`src/ledd_pkg.sv`:
```
// Shared types and constants for the addressable LED duty encoder.
package ledd_pkg;

	localparam int BYTE_W     = 8;
	localparam int PIXEL_BITS = 24;
	localparam int BRIGHT_W   = 12;
	localparam int DUTY_W     = 16;
	localparam int CFG_IDX_W  = 2;

	localparam logic [CFG_IDX_W-1:0] CFG_BRIGHTNESS = 2'd0;
	localparam logic [CFG_IDX_W-1:0] CFG_HIGH_DUTY  = 2'd1;
	localparam logic [CFG_IDX_W-1:0] CFG_LOW_DUTY   = 2'd2;

	localparam logic [BRIGHT_W-1:0] BRIGHTNESS_RST = 12'd4095;

	typedef struct packed {
		logic [BYTE_W-1:0] green;
		logic [BYTE_W-1:0] red;
		logic [BYTE_W-1:0] blue;
		logic              last_pixel;
	} pixel_t;

	typedef struct packed {
		logic [DUTY_W-1:0] duty;
		logic              is_data;
		logic              run_end;
	} slot_t;

	// One scaled pixel handed from the lanes to the serializer.
	typedef struct packed {
		logic [PIXEL_BITS-1:0] bits;
		logic                  last;
		logic                  lead;
	} job_t;

endpackage

```
`src/ledd_lane.sv`:
```
// One color lane: scales a byte by brightness and registers the result.
module ledd_lane #(
	parameter int SCALE_BITS = 12
) (
	input  logic                          clk,
	input  logic                          en,
	input  logic [ledd_pkg::BYTE_W-1:0]   color,
	input  logic [ledd_pkg::BRIGHT_W-1:0] brightness,
	output logic [ledd_pkg::BYTE_W-1:0]   scaled
);
	import ledd_pkg::*;

	localparam int FACT_W = BRIGHT_W + 1;
	localparam int PROD_W = BYTE_W + FACT_W;

	logic [FACT_W-1:0] factor;
	logic [PROD_W-1:0] prod;
	logic [PROD_W-1:0] shifted;
	logic [BYTE_W-1:0] sat;
	logic [BYTE_W-1:0] scaled_s1;

	assign factor  = {1'b0, brightness} + FACT_W'(1);
	assign prod    = PROD_W'(color) * PROD_W'(factor);
	assign shifted = prod >> SCALE_BITS;
	// saturate anything above one byte
	assign sat     = (|shifted[PROD_W-1:BYTE_W]) ? {BYTE_W{1'b1}} : shifted[BYTE_W-1:0];

	always_ff @(posedge clk) begin
		if (en) begin
			scaled_s1 <= sat;
		end
	end

	assign scaled = scaled_s1;

endmodule

```
`src/ledd_serializer.sv`:
```
// Merges the lane results into a stream of duty slots with padding and reset code.
module ledd_serializer #(
	parameter int PAD_SLOTS   = 2,
	parameter int RESET_SLOTS = 30
) (
	input  logic                        clk,
	input  logic                        arst_n,
	input  logic                        job_valid,
	output logic                        job_ready,
	input  ledd_pkg::job_t              job,
	input  logic [ledd_pkg::DUTY_W-1:0] high_duty,
	input  logic [ledd_pkg::DUTY_W-1:0] low_duty,
	output logic                        out_valid,
	input  logic                        out_ready,
	output ledd_pkg::slot_t             out_data
);
	import ledd_pkg::*;

	localparam int TAIL_SLOTS = PAD_SLOTS + RESET_SLOTS;
	localparam int MAX_CNT    = (TAIL_SLOTS > PIXEL_BITS) ? TAIL_SLOTS - 1 : PIXEL_BITS - 1;
	localparam int CNT_W      = $clog2(MAX_CNT + 1);
	localparam logic [CNT_W-1:0] DATA_LAST = CNT_W'(PIXEL_BITS - 1);
	localparam logic [CNT_W-1:0] TAIL_LAST = CNT_W'(TAIL_SLOTS - 1);
	localparam logic [CNT_W-1:0] LEAD_LAST = CNT_W'((PAD_SLOTS > 0) ? PAD_SLOTS - 1 : 0);

	typedef enum logic [1:0] {
		PH_LEAD,
		PH_DATA,
		PH_TAIL
	} phase_t;

	logic                  busy_q;
	phase_t                phase_q;
	logic [CNT_W-1:0]      cnt_q;
	logic [PIXEL_BITS-1:0] bits_q;
	logic                  last_q;
	logic                  out_valid_q;
	slot_t                 out_q;

	logic   advance;
	logic   finish;
	logic   take;
	slot_t  slot;

	assign advance = busy_q && (!out_valid_q || out_ready);

	// current slot and whether it closes the run
	always_comb begin
		slot   = '0;
		finish = 1'b0;
		unique case (phase_q)
			PH_LEAD: begin
				slot = '0;
			end
			PH_DATA: begin
				slot.duty    = bits_q[PIXEL_BITS-1] ? high_duty : low_duty;
				slot.is_data = 1'b1;
				if (cnt_q == '0 && !last_q) begin
					slot.run_end = 1'b1;
					finish       = 1'b1;
				end
			end
			PH_TAIL: begin
				if (cnt_q == '0) begin
					slot.run_end = 1'b1;
					finish       = 1'b1;
				end
			end
			default: begin
				slot = '0;
			end
		endcase
	end

	assign job_ready = !busy_q || (advance && finish);
	assign take      = job_valid && job_ready;

	always_ff @(posedge clk or negedge arst_n) begin
		if (!arst_n) begin
			busy_q      <= 1'b0;
			phase_q     <= PH_DATA;
			cnt_q       <= '0;
			out_valid_q <= 1'b0;
		end else begin
			if (advance) begin
				out_valid_q <= 1'b1;
			end else if (out_ready) begin
				out_valid_q <= 1'b0;
			end

			if (take) begin
				busy_q <= 1'b1;
				if (job.lead && PAD_SLOTS > 0) begin
					phase_q <= PH_LEAD;
					cnt_q   <= LEAD_LAST;
				end else begin
					phase_q <= PH_DATA;
					cnt_q   <= DATA_LAST;
				end
			end else if (advance) begin
				if (finish) begin
					busy_q <= 1'b0;
				end else if (cnt_q != '0) begin
					cnt_q <= cnt_q - CNT_W'(1);
				end else if (phase_q == PH_LEAD) begin
					phase_q <= PH_DATA;
					cnt_q   <= DATA_LAST;
				end else begin
					phase_q <= PH_TAIL;
					cnt_q   <= TAIL_LAST;
				end
			end
		end
	end

	always_ff @(posedge clk) begin
		if (advance) begin
			out_q <= slot;
		end
		if (take) begin
			bits_q <= job.bits;
			last_q <= job.last;
		end else if (advance && phase_q == PH_DATA) begin
			bits_q <= {bits_q[PIXEL_BITS-2:0], 1'b0};
		end
	end

	assign out_valid = out_valid_q;
	assign out_data  = out_q;

	a_data_cnt: assert property (@(posedge clk) disable iff (!arst_n)
		(busy_q && phase_q == PH_DATA) |-> (cnt_q <= DATA_LAST))
		else $error("data slot counter out of range");

	a_last_no_end: assert property (@(posedge clk) disable iff (!arst_n)
		(advance && phase_q == PH_DATA && cnt_q == '0 && last_q) |=> !out_q.run_end)
		else $error("run ended before trailing padding of last pixel");

	a_adv_valid: assert property (@(posedge clk) disable iff (!arst_n)
		advance |=> out_valid_q)
		else $error("emitted slot not presented");

	a_take_free: assert property (@(posedge clk) disable iff (!arst_n)
		(take && busy_q) |-> (advance && finish))
		else $error("new pixel loaded over a running one");

endmodule

```
`src/addressable_led_duty_encoder.sv`:
```
// Top level of the addressable LED duty encoder: three scaling lanes and a slot serializer.
// Each accepted pixel yields 24 duty slots (green, red, blue, MSB first), one slot per clock
// while out_ready is high; the serializer's single output port limits the sustained rate.
// The first pixel of a frame adds PAD_SLOTS leading zero slots, and a last pixel adds
// PAD_SLOTS + RESET_SLOTS trailing zero slots, each also one per clock when not stalled.
// A pixel is scaled in the cycle it is accepted and held in the lane registers, then loaded
// into the serializer; the next pixel is accepted while the current one is still being sent.
module addressable_led_duty_encoder #(
	parameter int SCALE_BITS  = 12,
	parameter int PAD_SLOTS   = 2,
	parameter int RESET_SLOTS = 30
) (
	input  logic                           clk,
	input  logic                           arst_n,
	input  logic                           in_valid,
	output logic                           in_ready,
	input  ledd_pkg::pixel_t               in_data,
	output logic                           out_valid,
	input  logic                           out_ready,
	output ledd_pkg::slot_t                out_data,
	input  logic                           cfg_valid,
	output logic                           cfg_ready,
	input  logic [ledd_pkg::CFG_IDX_W-1:0] cfg_index,
	input  logic [ledd_pkg::DUTY_W-1:0]    cfg_data
);
	import ledd_pkg::*;

	logic [BRIGHT_W-1:0] brightness_q;
	logic [DUTY_W-1:0]   high_duty_q;
	logic [DUTY_W-1:0]   low_duty_q;
	logic                in_frame_q;
	logic                valid_s1;
	logic                last_s1;
	logic                lead_s1;

	logic                in_take;
	logic                job_ready;
	logic [BYTE_W-1:0]   green_sc;
	logic [BYTE_W-1:0]   red_sc;
	logic [BYTE_W-1:0]   blue_sc;
	job_t                job;

	assign cfg_ready = 1'b1;
	assign in_ready  = !valid_s1 || job_ready;
	assign in_take   = in_valid && in_ready;

	always_ff @(posedge clk or negedge arst_n) begin
		if (!arst_n) begin
			brightness_q <= BRIGHTNESS_RST;
			high_duty_q  <= '0;
			low_duty_q   <= '0;
		end else if (cfg_valid) begin
			unique case (cfg_index)
				CFG_BRIGHTNESS: brightness_q <= cfg_data[BRIGHT_W-1:0];
				CFG_HIGH_DUTY:  high_duty_q  <= cfg_data;
				CFG_LOW_DUTY:   low_duty_q   <= cfg_data;
				default: begin
				end
			endcase
		end
	end

	// frame tracking and stage-1 control
	always_ff @(posedge clk or negedge arst_n) begin
		if (!arst_n) begin
			in_frame_q <= 1'b0;
			valid_s1   <= 1'b0;
		end else begin
			if (in_take) begin
				in_frame_q <= !in_data.last_pixel;
				valid_s1   <= 1'b1;
			end else if (job_ready) begin
				valid_s1 <= 1'b0;
			end
		end
	end

	always_ff @(posedge clk) begin
		if (in_take) begin
			last_s1 <= in_data.last_pixel;
			lead_s1 <= !in_frame_q;
		end
	end

	ledd_lane #(.SCALE_BITS(SCALE_BITS)) u_lane_g (
		.clk       (clk),
		.en        (in_take),
		.color     (in_data.green),
		.brightness(brightness_q),
		.scaled    (green_sc)
	);

	ledd_lane #(.SCALE_BITS(SCALE_BITS)) u_lane_r (
		.clk       (clk),
		.en        (in_take),
		.color     (in_data.red),
		.brightness(brightness_q),
		.scaled    (red_sc)
	);

	ledd_lane #(.SCALE_BITS(SCALE_BITS)) u_lane_b (
		.clk       (clk),
		.en        (in_take),
		.color     (in_data.blue),
		.brightness(brightness_q),
		.scaled    (blue_sc)
	);

	assign job.bits = {green_sc, red_sc, blue_sc};
	assign job.last = last_s1;
	assign job.lead = lead_s1;

	ledd_serializer #(
		.PAD_SLOTS  (PAD_SLOTS),
		.RESET_SLOTS(RESET_SLOTS)
	) u_ser (
		.clk      (clk),
		.arst_n   (arst_n),
		.job_valid(valid_s1),
		.job_ready(job_ready),
		.job      (job),
		.high_duty(high_duty_q),
		.low_duty (low_duty_q),
		.out_valid(out_valid),
		.out_ready(out_ready),
		.out_data (out_data)
	);

endmodule
```
`config.mk`:
```
export PLATFORM = sky130hd
export DESIGN_NAME = addressable_led_duty_encoder
export DESIGN_NICKNAME = d
export VERILOG_FILES = /design/src/ledd_pkg.sv /design/src/ledd_lane.sv /design/src/ledd_serializer.sv /design/src/addressable_led_duty_encoder.sv
export SDC_FILE = /design/constraint.sdc
export NUM_CORES = 1
export LEC_CHECK = 0
export BUFFER_PORTS_ARGS = -buffer_cell sky130_fd_sc_hd__buf_2
export CAP_MARGIN = 15
export CORE_UTILIZATION = 60
export DETAILED_ROUTE_END_ITERATION = 6
export HOLD_SLACK_MARGIN = 0.05
export PLACE_DENSITY = 0.78
export SLEW_MARGIN = 20
export SYNTH_ARGS = -nofsm -noshare
export SYNTH_HDL_FRONTEND = slang
export SYNTH_SLANG_ARGS = --single-unit
export TNS_END_PERCENT = 100
```
`constraint.sdc`:
```
create_clock -name clk -period 7.8 [get_ports clk]
set_clock_uncertainty 0.15 [all_clocks]
set_input_delay 0.39 -clock clk [delete_from_list [all_inputs] [get_ports clk]]
set_output_delay 0.39 -clock clk [all_outputs]
set_load 0.02 [all_outputs]
```
Word-level counts from Yosys, hierarchy flattened
Index checks and enable logic that the tools add are counted.

Logic and storage cells: 86. Output and inout port bits: 21. Register bits after elaboration: 124. Input port bits: 48.

Multiply operators: 3. Add/subtract/negate cells: 2. Eq/ne operators: 6. Reduce and logical (&&, ||, !) cells: 30. Muxes and demuxes: 26.

Operators with widths (number): 8-bit by 13-bit multiplier with 21-bit output (3); 24-bit 2-to-1 mux (2); 5-bit 2-to-1 mux (5); 16-bit 2-to-1 mux (1); 12-bit by 1-bit adder with 13-bit output (second input constant) (1); 1-bit 2-to-1 mux (11); 2-bit 2-to-1 mux (5); 2-bit AND reduction (5); 2-bit nonzero test (5); 1-bit logical AND (6); 1-bit zero test (6); 5-bit zero test (1); 5-bit nonzero test (1); 5-bit by 1-bit subtractor with 5-bit output (second input constant) (1); 2-bit by 1-bit equality test with 1-bit output (second input constant) (2); 2-bit equality test (second input constant) (2); 2-bit zero test (2); 4-bit 2-to-1 mux (1); 1-bit logical OR (3); 3-bit AND reduction (1); 2-bit by 1-bit inequality test with 1-bit output (second input constant) (1); 2-bit inequality test (second input constant) (1); 1-bit case mux with 2 select lines (1).

Longest topological paths before layout
Gate-level depths: netlist of run 1.

Depth after elaboration: 9. Depth in mapped cells: 21. Gate-level depth less buffers: 19.

By module
From an unflattened synthesis of run 1, not the netlist that was laid out.

Cell total of the unflattened synthesis: 1503. Area total of the unflattened synthesis: 15494.9 um^2.

Modules (own cells, without submodules): ledd_lane (u_lane_b) (area an instance 3717.3 um^2, cells an instance 417, seq. area each 240.2 um^2, times used 1); ledd_lane (u_lane_g) (area an instance 3697.3 um^2, cells an instance 402, seq. area each 240.2 um^2, times used 1); ledd_lane (u_lane_r) (area an instance 3646.0 um^2, cells an instance 406, seq. area each 240.2 um^2, times used 1); ledd_serializer (area an instance 2576.2 um^2, cells an instance 173, seq. area each 1517.7 um^2, times used 1); addressable_led_duty_encoder (area an instance 1858.0 um^2, cells an instance 105, seq. area each 1226.2 um^2, times used 1).

Least setup slack after synthesis of run 1
OpenSTA, ideal clock, no wires.

Path kind: register to register. From: register brightness_q[2]. To: register u_lane_g.scaled_s1[6] (netlist: u_lane_g.scaled[6]), data pin. Path buffers: 1. Library setup time: 0.265 ns. Path slack: 1.693 ns. Clock period less this slack: 6.107 ns. Data required time: 7.385 ns. Stages on the path, launching flop included: 20. Arrival: 5.691 ns. Cell sequence: dfstp_2 -> and3_1 -> and3_1 -> and3_1 -> xnor2_1 -> clkbuf_1 -> nor2b_1 -> fa_1 -> fa_1 -> fa_1 -> inv_1 -> fa_1 -> inv_1 -> ha_1 -> a21o_1 -> or2_1 -> o221a_1 -> o41a_4 -> xnor2_4 -> or3_1.

Word-level cells in the longest chain between the ends: 2.

Ends and longest elaborated chain: from (decl) (line addressable_led_duty_encoder.sv:28) `logic [BRIGHT_W-1:0] brightness_q;`; from (signal assigned) (line addressable_led_duty_encoder.sv:54) `CFG_BRIGHTNESS: brightness_q <= cfg_data[BRIGHT_W-1:0];`; 12-bit by 1-bit adder with 13-bit output (line ledd_lane.sv:22) `assign factor = {1'b0, brightness} + FACT_W'(1);`; 8-bit by 13-bit multiplier with 21-bit output (line ledd_lane.sv:23) `assign prod = PROD_W'(color) * PROD_W'(factor);`; to (signal assigned) (line ledd_lane.sv:30) `scaled_s1 <= sat;`; to (decl) (line ledd_lane.sv:20) `logic [BYTE_W-1:0] scaled_s1;`.

No other way between the ends. A chain may end at the register's enable or synchronous reset.

Worst setup path in the final report of run 1
From: register brightness_q[0]. To: register u_lane_r.scaled_s1[1] (netlist: u_lane_r.scaled[1]), data pin.

Word-level cells in the longest chain between the ends: 2.

Ends and longest elaborated chain (line): 12-bit by 1-bit adder with 13-bit output (ledd_lane.sv:22); 8-bit by 13-bit multiplier with 21-bit output (ledd_lane.sv:23); to (signal assigned) (ledd_lane.sv:30); to (decl) (ledd_lane.sv:20).

No other way between the ends.

==> results of run 1 <==
[what timing repair did]
item,4_1_cts,5_1_grt
endpoints found under the hold margin,49,0
hold buffers,6,0
endpoints found under the setup margin,0,0
[registers in the layout (all words and copies together), names as in the netlist]
signal,cells
u_ser.phase_q,2
in_frame_q,1
valid_s1,1
u_lane_r.scaled,8
u_lane_b.scaled,8
u_ser.last_q,1
u_ser.out_valid,1
brightness_q,12
u_ser.cnt_q,5
u_lane_g.scaled,8
high_duty_q,16
u_ser.bits_q,24
u_ser.busy_q,1
u_ser.out_data,18
last_s1,1
low_duty_q,16
lead_s1,1
[cells by family (layout without fill, tap and decap cells)]
group | after synthesis | after routing
other | 1 | 3
AND/OR/NAND/NOR | 453 | 453
AO/OA/AOI/OAI | 128 | 128
buffers and inverters | 266 | 323
adder cells (fa/ha/maj) | 314 | 314
multiplexers | 85 | 85
flip-flops | 124 | 124
XOR/XNOR | 34 | 34
[final cells by class]
class	instances	area, µm²
timing repair buffer	91	531
multi-input combinational	1015	10200
fill	1808	7690
clock inverter	13	141
antenna	2	5.00
clock buffer	19	464
inverter	200	751
sequential	124	3460
tap	319	399
[worst paths after layout]
| kind | startpoint | end | slack, ns | cells after the start |
|---|---|---|---|---|
| worst max-delay path | brightness_q[0] | u_lane_r.scaled[1] | 1.24 | 20 |
| worst min-delay path | cfg_data[14] | high_duty_q[14] | 0.08 | 2 |
| worst max register to register | brightness_q[0] | u_lane_r.scaled[1] | 1.24 | 20 |
| worst min register to register | last_s1 | u_ser.last_q | 0.27 | 0 |
| max in group asynchronous | arst_n | u_ser.out_valid | 6.54 | 3 |
| min in group asynchronous | arst_n | low_duty_q[12] | 0.47 | 3 |
[critical path: cells and delay by family, from the launching register on]
kind,cells,cell delay (ns)
DFF,1,0.53
AOI/OAI and AO/OA,6,1.17
and+or+nand+nor,3,0.51
xor gates and xnor gates,2,0.85
buffers and inverters,4,0.68
adders and majority gates,5,2.36
[per-stage QoR]
step	util	area [µm²]	instances
5_1_grt	0.675	16000	1782
3_3_place_gp	0.647	15300	1743
2_1_floorplan	-	14600	1405
3_5_place_dp	0.647	15300	1743
6_report	0.675	16000	1783
4_1_cts	0.675	16000	1781
[layout by cell type, fill, tap and decap left out, types with 41 or more instances in the layout]
| master | synthesis | final |
|---|---|---|
| a21oi_1 | 41 | 41 |
| and2_1 | 134 | 134 |
| buf_2 | 1 | 67 |
| dfrtp_1 | 42 | 42 |
| edfxtp_1 | 69 | 69 |
| fa_1 | 195 | 195 |
| ha_1 | 119 | 119 |
| inv_1 | 200 | 200 |
| mux2_2 | 68 | 68 |
| nand2_1 | 68 | 68 |
| nor2b_1 | 141 | 141 |
[routing by layer]
metal / track usage / vias to the layer above
met1: 0.362 / 4982
li1: - / 4613
met4: 0.0943 / 2
met2: 0.460 / 265
met5: 0 / -
met3: 0.0343 / 53
==> flow_summary.toml, run 1 <==
[cts]
clkTransAtPathRegs_ns = 0.07
cts_buffer_depth = 2
clock_latency_ns = 0.43
cts_setup_buffers = 0
ctsResizeCount = 0
clock-sinks = 124
cts_tree = "yes"
numCtsBuffers = 17
h-tree-depth = 4
clockRootBuffer = "clkbuf_16"

[yosys]
synth_commonest_cells = "200 x inv_1, 195 x fa_1, 141 x nor2b_1, 134 x and2_1, 119 x ha_1"
yosysWarnings = 0
netlist_instances = 1405
netlist_top_cells_area = "fa_1 27%, edfxtp_1 14%, ha_1 10%"
synthAdderAreaFrac = 0.368
syn-cell-area_um2 = 14600
ys_seq_area_frac = 0.237
yosys.cell_count.top_type = "inv_1"
synth_mux_area_frac = 0.0639
syn_nets = 1767
synth_top_family_by_area = "adder cells"
yosys.area_share.simple = 0.181
synth_top_area_share = 0.266
async_flop_share = 0.444
synth_edf_count = 69
synth_area_leader_cell = "fa_1"
synth-xor-area-share = 0.0216
syn_avg_cell_area_um2 = 10.4
synth-main-ff-cell = "edfxtp_1"
synth_compound_area_frac = 0.0592
yosysUniqueCellTypes = 65
synth_seq_cells = 124

[sta]
relSlewSlack = 0.278
holdWs_ns = 0.0763
rsz0062_at_grt = "false"
finalHoldViolCount = 0
period_needed_ns = 6.56
setup_viol = 0
setup-tns-final_ns = 0
drv_slew = 0
fmax_mhz = 153
tightest_slew_ns = 1.08
fin_crit_sh = 0.841
finalWorstSetupSlack_ns = 1.24

[finish]
drive_above_1_share = 0.148
area_growth_pct = 9.16
nNetsFinal = 1811

[critical_path]
max_stage_delay_ns = 0.54
cp_max_fo = 22
path_class = "register to register"
cp_data_arrival_time_ns = 6.54
required_ns = 7.78
worst_setup_path_start_kind = "register"
cpMostUsedCell = "fa_1"
crit_slowest_cell = "fa_1"
endpoint_kind = "register"
path_cells = "buf_4 > and3_1 > nand3_1 > xor2_2 > buf_4 > nor2b_1 > fa_1 > fa_1 > fa_1 > inv_1 > fa_1 > inv_1 > ha_1 > a21oi_1 > o21ai_0 > a221o_1 > a21o_1 > a41oi_1 > xnor2_1 > o2111ai_1"

[drt]
met2WireLength_um = 15200
routedWlPerCell_um = 17.5
drc_errors = 0
wl_met3_um = 1350
ant_nets = 0
viasPerCell = 5.56
met1Wirelength_um = 13900
vias = 9915
dr.pass1.iters = 5
drt_iter0_markers = 580
wl_um = 31200
maxUsedRoutingLayer = "met5"

[placement]
numPortBuffers = 67
hpwl_um = 23000
place_ws_ns = 1.36
place_congestion = 0.857

[die]
ios = 69
core-area_um2 = 23700
rows = 56
fp.dieW_um = 158
dieArea_um2 = 25000
die_h_um = 158
start_util = 0.619

[grt]
grt_usage = 0.272
gr-total-overflow = 0
grt_pass1_vias = 10600
antenna_found_initial = 3
grt_pass1_wl_um = 52400
grt_start_max_net_pins = 56

[outcome]
status = "finished clean"

[min_path]
hp-class = "primary input to register"

[run]
drv_cap = 0
Power of run 1 is not shown: default switching activity piles up to over one toggle a cycle in this logic, so the estimate is an artifact.
==> run 2: changes to the inputs <==
--- a/config.mk
+++ b/config.mk
@@ -5,12 +5,13 @@
 export SDC_FILE = /design/constraint.sdc
 export NUM_CORES = 1
 export LEC_CHECK = 0
+export ABC_AREA = 1
 export BUFFER_PORTS_ARGS = -buffer_cell sky130_fd_sc_hd__buf_2
 export CAP_MARGIN = 15
-export CORE_UTILIZATION = 60
+export CORE_UTILIZATION = 58
 export DETAILED_ROUTE_END_ITERATION = 6
 export HOLD_SLACK_MARGIN = 0.05
-export PLACE_DENSITY = 0.78
+export PLACE_DENSITY = 0.79
 export SLEW_MARGIN = 20
 export SYNTH_ARGS = -nofsm -noshare
 export SYNTH_HDL_FRONTEND = slang
==> constraint.sdc (replaced) <==
create_clock -name clk -period 5.5 [get_ports clk]
set_clock_uncertainty 0.15 [all_clocks]
set_input_delay 0.275 -clock clk [delete_from_list [all_inputs] [get_ports clk]]
set_output_delay 0.275 -clock clk [all_outputs]
set_load 0.02 [all_outputs]
==> run 2 against run 1 <==
  * The flow now finishes with violations (negative setup slack)
  * Fmax grew 17%
  * Global-route usage grew 3.6 points
  * Wire length grew 29%
  * Worst hold slack lost 0.012 ns
  * Setup slack lost 1.3 ns
  * Sequential cell count is the same
  * Sequential share of layout area shrank 2.3 points
  * Die area grew 4.6%
  * Largest cell class unchanged
==> flow_summary.toml, run 2 <==
[yosys]
synth_seq_cells = 124
yosys.cell_count.top_type = "nand2_1"
netlist_top_cells_area = "fa_1 26%, edfxtp_1 14%, ha_1 10%"
syn_nets = 2203
synth_edf_count = 69
yosysWarnings = 0
syn-cell-area_um2 = 14800
async_flop_share = 0.444
ys_seq_area_frac = 0.234
synth_area_leader_cell = "fa_1"
synth-main-ff-cell = "edfxtp_1"
netlist_instances = 1841
synth_top_area_share = 0.263
syn_avg_cell_area_um2 = 8.05
synth_commonest_cells = "365 x nand2_1, 329 x inv_1, 321 x nor2_1, 195 x fa_1, 119 x ha_1"
yosysUniqueCellTypes = 48

[grt]
antenna_found_initial = 3
grt_pass1_wl_um = 64000
grt_start_max_net_pins = 56
gr-total-overflow = 0
grt_pass1_vias = 13300
grt_usage = 0.308

[finish]
seqCellArea_um2 = 3460
multi_input_area_um2 = 10600
nFillCells = 1854
final_common_cell = "nand2_1"
regMostFlops = "u_ser.bits_q"
nNetsFinal = 2364
largest_reg_flops = 24
instances_no_fill = 2348
layout_common_cells = "337 x nand2_1, 313 x inv_1, 281 x nor2_1"
drive_above_1_share = 0.200
area_growth_pct = 20.5
final_core_util = 0.711

[placement]
numPortBuffers = 67
place_ws_ns = -0.165
place_congestion = 0.939
placed_cells = 2266
hpwl_um = 29500

[die]
dieArea_um2 = 26200
ios = 69
die_h_um = 162
core-area_um2 = 25100
rows = 58
fp.dieW_um = 162
start_util = 0.590

[pwr]
p_per_area_nw_per_um2 = 573
total_power_mw = 10.2
leakage_nw = 9.34
ir_drop_v = 0.000634

[outcome]
status = "finished, violations left"
violations = "negative setup slack"

[sta]
finalWorstSetupSlack_ns = -0.0801
relSlewSlack = 0.281
period_needed_ns = 5.58
fin_crit_sh = 1.01
tightest_slew_ns = 1.07
finalHoldViolCount = 0
setup_viol = 14
drv_slew = 0
rsz0062_at_grt = "true"
fmax_mhz = 179

[drt]
ant_nets = 0
drc_errors = 0
viasPerCell = 5.57
dr.pass1.iters = 6
routedWlPerCell_um = 17.2
vias = 13100
drt_iter0_markers = 1201
wl_um = 40300

[cts]
cts_buffer_depth = 2
clock-sinks = 124
h-tree-depth = 4
numCtsBuffers = 17
clkTransAtPathRegs_ns = 0.05
clockRootBuffer = "clkbuf_16"
clock_latency_ns = 0.41
cts_tree = "yes"

[critical_path]
cp_max_fo = 8
cp_data_arrival_time_ns = 5.59
reg2reg_slack_ns = -0.08
critical-path-top-delay-family = "adder cells"
endpoint_kind = "register"
path_buf_inv = 4
worst_setup_path_start_kind = "register"
path_class = "register to register"
crit_slowest_cell = "dfstp_2"
cp.depth = 27
required_ns = 5.51
cpMostUsedCell = "nand2_4"
max_stage_delay_ns = 0.57
rr_worst_depth = 27

[run]
drv_cap = 0

[min_path]
hp-class = "primary input to register"
hold_depth = 3
## run 2: changes by cell type in the layout (fill, tap and decap cells not counted), sizes merged, moves of 13 or more
cell    change
o21ai      +76
a21oi      +13
and2      -130
mux2       -68
nand3      +58
xnor2      -19
nor3       +14
nor2b     -141
buf        +88
nor2      +320
mux2i      -17
nand2     +301
nand2b     -38
inv       +124
## run 2: layout make-up
| class | count | area share |
|---|---|---|
| clock inverter | 7 | 0.00631 |
| antenna | 3 | 0.000420 |
| inverter | 344 | 0.0732 |
| clock buffer | 25 | 0.0266 |
| sequential | 124 | 0.194 |
| tap | 330 | 0.0231 |
| multi-input combinational | 1324 | 0.594 |
| timing repair buffer | 191 | 0.0822 |
## run 2: report_power, final
| group | internal [mW] | switching (mW) | total (mW) |
|---|---|---|---|
| clock | 0.734 | 0.388 | 1.12 |
| combinational | 3.23 | 4.50 | 7.74 |
| sequential | 1.28 | 0.0838 | 1.37 |
| total | 5.25 | 4.97 | 10.2 |
## run 2: per-layer routing
metal	GRT usage	share of wire	vias to the layer above
met3	0.0567	0.085	113
met4	0.118	0.039	2
met2	0.512	0.48	642
met5	0	0.00032	-
met1	0.400	0.40	6323
li1	-	-	6010
## run 2: kinds of logic (layout without fill, tap and decap cells)
group / after synthesis / after routing / share of synthesized area
AND/OR/NAND/NOR: 826 / 826 / 0.229
buffers and inverters: 393 / 567 / 0.104
adder cells (fa/ha/maj): 314 / 314 / 0.364
AO/OA/AOI/OAI: 177 / 177 / 0.0651
flip-flops: 124 / 124 / 0.234
XOR/XNOR: 6 / 6 / 0.00405
other: 1 / 4 / 0.000253
## run 2: what timing repair did
action / 4_1_cts / 5_1_grt
hold buffers: 17 / 0
setup endpoints to repair: 24 / 24
gates resized for setup: 15 / 200
pin swaps: 4 / 71
gates cloned: 0 / 1
setup buffers: 2 / 27
hold endpoints to repair: 75 / 0
## run 2: path summary, 6_finish.rpt
| path | startpoint | endpoint |
|---|---|---|
| setup / recovery | brightness_q[0] | u_lane_b.scaled[1] |
| hold / removal | cfg_data[5] | brightness_q[5] |
| setup reg to reg | brightness_q[0] | u_lane_b.scaled[1] |
| hold reg to reg | last_s1 | u_ser.last_q |
| max in group asynchronous | arst_n | in_frame_q |
| min in group asynchronous | arst_n | high_duty_q[13] |
## run 2: tightest hold or removal path: cells and delay by family
kind / cells / cell delay [ns]
buffers and inverters: 2 / 0.22
AO/OA/AOI/OAI: 1 / 0.12
## run 2: through the flow
step / hold WS [ns] / area (µm²) / TNS, ns
global route: 0.0918 / 17900 / -5.20
CTS: 0.0546 / 16800 / 0
finish: 0.0646 / 17900 / -0.550
global placement: 0.254 / 16000 / -0.0741
floorplan: -0.171 / 14800 / 0
detailed placement: 0.265 / 16000 / -3.02
Power figures use the tool's default switching activity.
==> run 3: changes to the inputs <==
--- a/config.mk
+++ b/config.mk
@@ -11,7 +11,8 @@
 export CORE_UTILIZATION = 58
 export DETAILED_ROUTE_END_ITERATION = 6
 export HOLD_SLACK_MARGIN = 0.05
-export PLACE_DENSITY = 0.79
+export MAX_ROUTING_LAYER = met4
+export PLACE_DENSITY_LB_ADDON = 0.08
 export SLEW_MARGIN = 20
 export SYNTH_ARGS = -nofsm -noshare
 export SYNTH_HDL_FRONTEND = slang
==> run 3 against run 2 <==
  * The run still ends with negative setup slack left
  * Utilization is 1.2 points lower
  * Worst hold slack better by 0.26 ns
  * First-iteration DRC count decreased by 10%
  * Sequential share of layout area increased by 0.32 points
  * Critical path depth decreased by 2
  * Register-to-register slack improved by 0.07 ns
  * Sequential power about the same
  * Wire length is 6.0% lower
  * Die area unchanged
  * Critical path type unchanged
==> flow_summary.toml, run 3 (synthesized netlist as in run 2, its figures left out) <==
[sta]
setup_viol = 2
fmax_mhz = 182
drv_slew = 0
setup-tns-final_ns = -0.00871
period_needed_ns = 5.51
finalWorstSetupSlack_ns = -0.00606
rsz0062_at_grt = "true"
relSlewSlack = 0.314
finalHoldViolCount = 0
tightest_slew_ns = 1.03
fin_crit_sh = 1.00

[critical_path]
reg2reg_slack_ns = -0.006
cp_max_fo = 8
crit_start = "brightness_q[0]"
crit_slowest_cell = "dfstp_2"
required_ns = 5.53
r2r-end = "u_lane_r.scaled[3]"
worst_setup_path_start_kind = "register"
max_stage_delay_ns = 0.57
cp_data_arrival_time_ns = 5.53
crit_end = "u_lane_r.scaled[3]"
path_class = "register to register"
rr_worst_depth = 25
endpoint_kind = "register"
r2r-start = "brightness_q[0]"

[finish]
nNetsFinal = 2335
drive_above_1_share = 0.180
largest_reg_flops = 24
regMostFlops = "u_ser.bits_q"
stdcell_area_um2 = 17600
n_antenna_cell = 0
final_core_util = 0.700
final_common_cell = "nand2_1"
layout_common_cells = "342 x nand2_1, 316 x inv_1, 290 x nor2_1"
area_growth_pct = 18.5

[cts]
clock-sinks = 124
clkTransAtPathRegs_ns = 0.07
clock_latency_ns = 0.43
h-tree-depth = 4
clockRootBuffer = "clkbuf_16"
numCtsBuffers = 17
cts_tree = "yes"
cts_buffer_depth = 2

[drt]
vias = 12700
drt_iter0_markers = 1079
dr.pass1.iters = 6
viasPerCell = 5.47
ant_nets = 0
routedWlPerCell_um = 16.4
drc_errors = 0
wl_um = 37900

[placement]
place_congestion = 0.914
place_ws_ns = -0.128
place_area_um2 = 15800
numPortBuffers = 67
hpwl_um = 28600

[pwr]
p_per_area_nw_per_um2 = 566
leakage_nw = 9.17
total_power_mw = 9.94
ir_drop_v = 0.000603

[outcome]
status = "finished, violations left"
violations = "negative setup slack"

[die]
rows = 58
start_util = 0.590
dieArea_um2 = 26200
die_h_um = 162
ios = 69
core-area_um2 = 25100
fp.dieW_um = 162

[min_path]
hp-class = "register to register"

[grt]
grt_pass1_wl_um = 60200
grt_pass1_vias = 12500
gr-total-overflow = 0
grt_start_max_net_pins = 56
antenna_found_initial = 0
grt_usage = 0.301

[run]
drv_cap = 0
==> run 3: changes by cell type in the layout (fill, tap and decap cells not counted), moves of 4 or more <==
cell      before  now
buf_4         94   60
clkbuf_1       6    0
inv_6          0    8
nand2_1      337  342
nor2_1       281  290
nor2_2        39   27
o21ai_1        7   11
==> run 3: worst min-delay path by stage <==
stage | start | endpoint | slack (ns) | depth (start not counted)
4_1_cts | low_duty_q[7] | low_duty_q[7] | 0.33 | 2
6_report | last_s1 | u_ser.last_q | 0.33 | 0
3_5_place_dp | arst_n | high_duty_q[14] | 0.31 | 2
2_1_floorplan | arst_n | high_duty_q[0] | -0.17 | 0
3_3_place_gp | arst_n | high_duty_q[14] | 0.30 | 2
5_1_grt | last_s1 | u_ser.last_q | 0.34 | 0
==> run 3: cell type report <==
class                      instances  area [µm²]
sequential                       124        3460
clock buffer                      17         425
clock inverter                    15         171
tap                              330         413
inverter                         344        1300
timing repair buffer             160        1210
multi-input combinational       1326       10600
fill                            2063        7540
==> run 3: through the flow <==
| stage | cells | hold slack, ns |
|---|---|---|
| 2_1_floorplan | 1841 | -0.171 |
| 3_3_place_gp | 2245 | 0.303 |
| 3_5_place_dp | 2245 | 0.308 |
| 4_1_cts | 2298 | 0.335 |
| 5_1_grt | 2316 | 0.337 |
| 6_report | 2316 | 0.329 |
==> run 3: worst max-delay path: cells and delay by family, from the launching register on <==
family / cells / cell delay [ns]
compound gates: 2 / 0.39
flops: 1 / 0.57
fa+ha+maj: 6 / 2.39
buf+inv: 3 / 0.23
simple gates: 14 / 1.50
==> run 3: per-layer routing <==
| layer | global-route usage | part of all wire | vias to the layer above |
|---|---|---|---|
| met5 | - | 0 | - |
| met2 | 0.501 | 0.49 | 448 |
| met4 | 0.101 | 0.030 | 0 |
| li1 | - | - | 5960 |
| met3 | 0.0426 | 0.060 | 81 |
| met1 | 0.379 | 0.42 | 6186 |
==> run 3: power breakdown <==
part / switching, mW / total (mW) / leakage (nW) / internal, mW
Combinational: 4.36 / 7.42 / 7.58 / 3.06
Clock: 0.503 / 1.15 / 0.290 / 0.647
Sequential: 0.0859 / 1.37 / 1.30 / 1.28
==> run 3: repair_timing <==
item,4_1_cts,5_1_grt
hold buffers,20,0
pin swaps,3,63
endpoints found under the hold margin,89,0
buffers inserted,1,16
gates cloned,0,2
gates resized for setup,8,182
endpoints found under the setup margin,24,24
